--- src/hdl/bilinear_image_resizer_unit_assert.svh ---
// Assertion macros for the bilinear image resizer unit.
// Depends on nothing; the including module provides i_clk and i_rst_n.
`ifndef BILINEAR_IMAGE_RESIZER_UNIT_ASSERT_SVH
`define BILINEAR_IMAGE_RESIZER_UNIT_ASSERT_SVH

// Same-cycle implication, disabled during reset.
`define BIR_ASSERT_IMP(name, ante, cons, msg) \
    name: assert property (@(posedge i_clk) disable iff (!i_rst_n) (ante) |-> (cons)) \
        else $error(msg);

// Next-cycle implication, disabled during reset.
`define BIR_ASSERT_NXT(name, ante, cons, msg) \
    name: assert property (@(posedge i_clk) disable iff (!i_rst_n) (ante) |=> (cons)) \
        else $error(msg);

`endif

--- src/hdl/bir_ram.sv ---
// Generic single-port RAM with registered read data.
// Depends on nothing; width and depth are parameters.
`default_nettype none

module bir_ram #(
    parameter int WIDTH = 8,
    parameter int DEPTH = 256
) (
    input  logic                     i_clk,
    input  logic                     i_we,
    input  logic                     i_re,
    input  logic [$clog2(DEPTH)-1:0] i_addr,
    input  logic [WIDTH-1:0]         i_wdata,
    output logic [WIDTH-1:0]         o_rdata
);

    logic [WIDTH-1:0] r_mem [0:DEPTH-1];
    logic [WIDTH-1:0] r_rdata;

    always_ff @(posedge i_clk) begin
        if (i_we) begin
            r_mem[i_addr] <= i_wdata;
        end
        if (i_re) begin
            r_rdata <= r_mem[i_addr];
        end
    end

    assign o_rdata = r_rdata;

endmodule

`default_nettype wire
--- config.mk ---
export PLATFORM = sky130hd
export DESIGN_NAME = bir_ram
export DESIGN_NICKNAME = d
export VERILOG_FILES = /design/src/hdl/bilinear_image_resizer_unit_assert.svh /design/src/hdl/bir_ram.sv
export SDC_FILE = /design/constraint.sdc
export NUM_CORES = 2
export LEC_CHECK = 0
export BUFFER_PORTS_ARGS = -buffer_cell sky130_fd_sc_hd__buf_2
export CAP_MARGIN = 30
export CORE_ASPECT_RATIO = 0.75
export CORE_UTILIZATION = 40
export DETAILED_ROUTE_END_ITERATION = 7
export GPL_TIMING_DRIVEN = 0
export MAX_ROUTING_LAYER = met4
export PLACE_DENSITY = 0.63
export SYNTH_ARGS = -nofsm -noshare
export SYNTH_HDL_FRONTEND = slang
export SYNTH_SLANG_ARGS = --single-unit
export TNS_END_PERCENT = 20
--- constraint.sdc ---
create_clock -name i_clk -period 3.1 [get_ports i_clk]
set_input_delay 0.62 -clock i_clk [delete_from_list [all_inputs] [get_ports i_clk]]
set_output_delay 0.62 -clock i_clk [all_outputs]
set_load 0.05 [all_outputs]
# ---- Word level (Yosys, flattened, before mapping)
# Memory sizes are Yosys's and may differ from the RTL's. A register that Yosys moved wholly into a read port is not among the register bits.
# Cells that the tools add are included.
dict set report word_totals {
  regBits 0
  ram_bits 2048
  input_bits 19
  output_inout_bits 8
  elab_cells 3
  mem_count 1
}
# memory words word_bits read_ports rd_ports_with_merged_regs write_ports line
set memory_table {}
lappend memory_table {r_mem 256 8 1 1 1 bir_ram.sv:17} ;# logic [WIDTH-1:0] r_mem [0:DEPTH-1];
dict set report op_classes {
  n_mux 2
}
# op count
set ops {}
lappend ops {{1-bit 2-to-1 mux} 2}

# ---- Depth between registers and ports, before layout
dict set report depth {
  word_depth 2
  depth_mapped 10
  depth_no_buf 5
}

# ---- Worst setup path after synthesis
# Ideal clock, no wire load.
dict set report synth_timing {
  path_type {input to register}
  start {in i_addr[1]}
  end {mem r_mem[111][0] (enable)}
  setup_ps 370
  arrival_time_ps 2469
  t_required_ps 2730
  path_slack_ps 261
  cell_stages 9
  n_path_buf 5
  cell_sequence {buf_2 clkbuf_1 clkbuf_1 nand2_1 buf_2 nor2_1 nand2_1 clkbuf_1 nor2_1}
}
# element line
set synth_rtl {}
lappend synth_rtl {{start, declared} bir_ram.sv:12} ;# input logic [$clog2(DEPTH)-1:0] i_addr,
lappend synth_rtl {{end, declared} bir_ram.sv:17}
# Straight into the memory's write port.

==> results.md <==
Setup path:
- The largest incremental delay on the critical path is 0.59 ns.
- The endpoint required time on the critical path is 3.55 ns.
- The largest individual stage delay along the critical path comes from the cell sky130_fd_sc_hd__clkbuf_1.
- At the worst endpoint, the arrival time is 3.75 ns.
- The worst register-to-register path begins at r_mem[171][3].
- Walking the worst path, the cells encountered are buf_2 -> clkbuf_2 -> buf_16 -> clkbuf_1 -> mux4_2 -> a22oi_1 -> a21oi_1 -> o41ai_1 -> nand4_1.
- The worst-path maximum fanout is 10.
- The most critical setup path has its startpoint at i_addr[1].
- The cell family contributing the most delay on the critical path is buffers and inverters.
- The number of buffers and inverters on the critical path is 4.
- The critical path in this run is classified as in2reg.
- The endpoint kind of the worst setup timing path is a flop.
- The worst setup path is launched from an input port.

Die:
- The die is 386 um tall.
- The die covers 198000 um^2.
- The core region is 195000 um^2.
- The die is 514 um wide.
- The initial core utilization is 40.4%.
- The number of rows created at floorplan is 140.
- The count of boundary I/O pins is 27.

Power:
- Registers are responsible for 53.9% of the overall power.
- The clock network fraction of design power is 40.8%.
- For this design the total switching power over the nets is 12.5 mW.
- Internal power comes to 44.5 mW.
- The leakage power summed over all cells is 27.0 nW.
- The fraction of power spent switching nets is 21.9%.
- For this design the ratio of total power to cell area is 628 nW/um^2.
- The total power is 56.9 mW.
- The combinational cell fraction of total power is 5.4%.
- The peak supply drop is 0.000604 V.

Status:
- The run finished, with violations left.
- The checks that failed: negative setup slack.

STA:
- The number of pins exceeding their max-slew limit in the final report is 0.
- The worst slew slack as a fraction of its limit is 17.8%.
- The largest clock skew in the final design is 0.0424 ns.
- Setup violations remaining at the end of the flow were counted as 554.
- The post-route minimum period is 3.30 ns.
- The transition time of the tightest slew-check pin is 1.23 ns.
- The final setup slack of the worst path is -0.202 ns.
- The number of hold violations in the final report is 0.
- The fmax is 0.303 GHz.
- Of the available clock period, the critical path in the final layout requires 107%.
- Setup repair after global routing could not meet its margin everywhere.

Logic synthesis:
- The arithmetic-cell share of the synthesized area counting full adders, half adders and majority gates is 0%.
- By area the synthesized netlist is led by sky130_fd_sc_hd__edfxtp_1 (79%), sky130_fd_sc_hd__mux4_2 (15%), sky130_fd_sc_hd__a22oi_1 (2.4%), sky130_fd_sc_hd__nor2_1 (1.1%), sky130_fd_sc_hd__a21oi_1 (0.82%).
- The synthesized netlist contains 21 unique library cells.
- The post-synthesis net count is 3566.
- The mean cell area of the mapped netlist is 22.2 um^2.
- The register bit total from synthesis is 2056.
- After synthesis, the largest family of logic cells by area is multiplexers.
- After Yosys synthesis, XOR and XNOR cells account for 0% of the synthesized area.
- The fraction of the mapped netlist area in simple logic gates is 1.73%.
- The share of the synthesized area in compound gates (AO/OA/AOI/OAI) is 3.62%.
- The synthesized design spends more area on one cell type than any other, namely sky130_fd_sc_hd__edfxtp_1.
- The portion of synthesized area spent on multiplexers is 14.7%.
- The share of the Yosys chip area taken by registers is 78.6%.
- The number of standard cells after synthesis is 3547.
- Of the post-synthesis cell area, the dominant cell type holds 78.6%.
- The synthesis warning total is 0.
- The synthesized cell area is 78600 um^2.

Layout:
- The most common library cell in the layout ignoring fill and taps is sky130_fd_sc_hd__edfxtp_1.
- The post-route netlist has 31.0% of its cells at a drive strength greater than 1.
- The final instance count without filler cells is 6599.
- Once layout is complete, the utilization of the core stands at 46.6%.
- The area growth from synthesis to layout is 15.3%.
- The top cell types in the final layout, fill and taps aside, are sky130_fd_sc_hd__edfxtp_1 (2056), sky130_fd_sc_hd__mux4_2 (512), sky130_fd_sc_hd__a22oi_1 (234).
- The net count of the finished layout is 3835.
- The post-route standard cell area excluding fillers is 90600 um^2.

GRT:
- The total global routing track utilization is 22.6%.
- The first global-routing pass estimated 302000 um of wire.
- Entering global routing, the biggest net connects 149 pins.
- The overall overflow remaining after global route is 0.
- The initial antenna violation count is 15.
- The via count of the first global-routing pass is 38751.

Drt:
- Once detail routing completed, the nets flagged for antenna violations numbered 0.
- The number of DRC violations after detailed-routing iteration 0 is 6220.
- In the final routed layout, each cell accounts on average for 32.9 um.
- Before antenna repair, the detailed router went through 6 iterations.
- Detailed routing inserted a total of 39810 vias.
- In the routed design, unresolved DRC markers number 0.
- The overall routed net length is 217000 um.
- The average via count per standard cell is 6.03.

Place:
- The cell count after placement is 6249.
- The half-perimeter wire length of the detailed placement result is 142000 um.
- Input and output buffers added on the ports amount to 22.
- The final weighted congestion in routability-driven placement is 0.995.
- The pre-CTS setup slack is -2.21 ns.
- The cell area after placement is 82800 um^2.

Clocking:
- At the later pin of the worst-skew pair, clock insertion delay measures 0.86 ns.
- The maximum number of buffers from clock root to sink is 3.
- Buffers added to address setup during post-CTS repair amount to 0.
- After clock tree synthesis, the clock-pin slew on the worst setup and hold paths is 0.06 ns.
- The cell at the root of the clock tree is sky130_fd_sc_hd__clkbuf_16.
- The number of sinks on the clock net is 2056.
- In this run the number of H-tree levels came out at 4.
- The CTS tree is done.
- In this run, CTS created clock tree buffers numbering 186.

Job:
- The number of max-cap violations is 0.

Worst hold path:
- The path class of the tightest hold or removal check is in2reg.
- The worst hold path begins at i_re.
[worst paths after layout]
path,endpoint,slack [ns],cells past startpoint
min,o_rdata[2],0.13,1
max reg2reg,o_rdata[3],0.21,5
min reg2reg,o_rdata[2],1.29,5
max,o_rdata[3],-0.20,9
[cell type report]
cell class                      instances  area (um^2)
Antenna cell                            9         22.5
Multi-Input combinational cell       1258        17200
Timing Repair Buffer                   83          986
Tap cell                             2627         3290
Sequential cell                      2056        61700
Clock inverter                        104         1140
Fill cell                           15915       104000
Inverter                                1         3.75
Buffer                                230         1330
Clock buffer                          231         4870
[cells by family (layout without fill, tap and decap cells)]
group,count (synthesis),in the layout
AOI/OAI and AO/OA,416,416
other,0,9
DFF,2056,2056
and+or+nand+nor,330,330
buffers and inverters,233,649
muxes,512,512
[synthesized netlist by cell type]
master                     instances
sky130_fd_sc_hd__edfxtp_1       2056
sky130_fd_sc_hd__mux4_2          512
sky130_fd_sc_hd__a22oi_1         256
sky130_fd_sc_hd__nor2_1          232
sky130_fd_sc_hd__clkbuf_1        145
sky130_fd_sc_hd__a21oi_1         128
sky130_fd_sc_hd__buf_2            36
sky130_fd_sc_hd__o41ai_1          32
sky130_fd_sc_hd__nor3_1           30
sky130_fd_sc_hd__nand2_1          28
sky130_fd_sc_hd__buf_1            19
sky130_fd_sc_hd__buf_4            16
sky130_fd_sc_hd__buf_6            16
sky130_fd_sc_hd__nand3_1          13
sky130_fd_sc_hd__nand4_1           8
sky130_fd_sc_hd__nor2b_1           7
sky130_fd_sc_hd__nand2b_1          6
sky130_fd_sc_hd__and2_1            3
sky130_fd_sc_hd__or2_2             2
sky130_fd_sc_hd__inv_1             1
sky130_fd_sc_hd__or3_1             1
[power by group through the flow]
stage	sequential [mW]	combinational [mW]	clock (mW)
2_1_floorplan	31.3	1.36	0
3_3_place_gp	31.4	2.74	0
3_5_place_dp	31.3	2.88	0
4_1_cts	30.7	2.98	23.4
5_1_grt	30.7	3.16	24.4
6_report	30.7	3.06	23.2
[sequential cells by signal, summed over array words and instances, names as in the netlist]
| register | count |
|---|---|
| r_mem | 2048 |
| o_rdata | 8 |
[timing repair]
item	CTS	global route
hold buffers	0	0
cloned	0	0
pin swaps	6	3
setup endpoints to repair	1834	1073
resized for setup	400	86
[through the flow]
stage          hold slack [ns]  TNS (ns)
6_report                 0.126    -31.11
4_1_cts                 0.0669    -20.84
2_1_floorplan            0.719         0
3_5_place_dp             0.956  -3221.60
5_1_grt                  0.118     -7.63
3_3_place_gp             0.960  -8312.24
[layer usage]
metal  up-vias  GRT usage, %  share of wire (%)
li1      15699             -                  -
met1     21270          32.6                 41
met2      2473          29.7                 42
met3       368          7.47                 13
met4         0          7.51                3.1
met5         -             -                  0
Power figures use the tool's default switching activity.
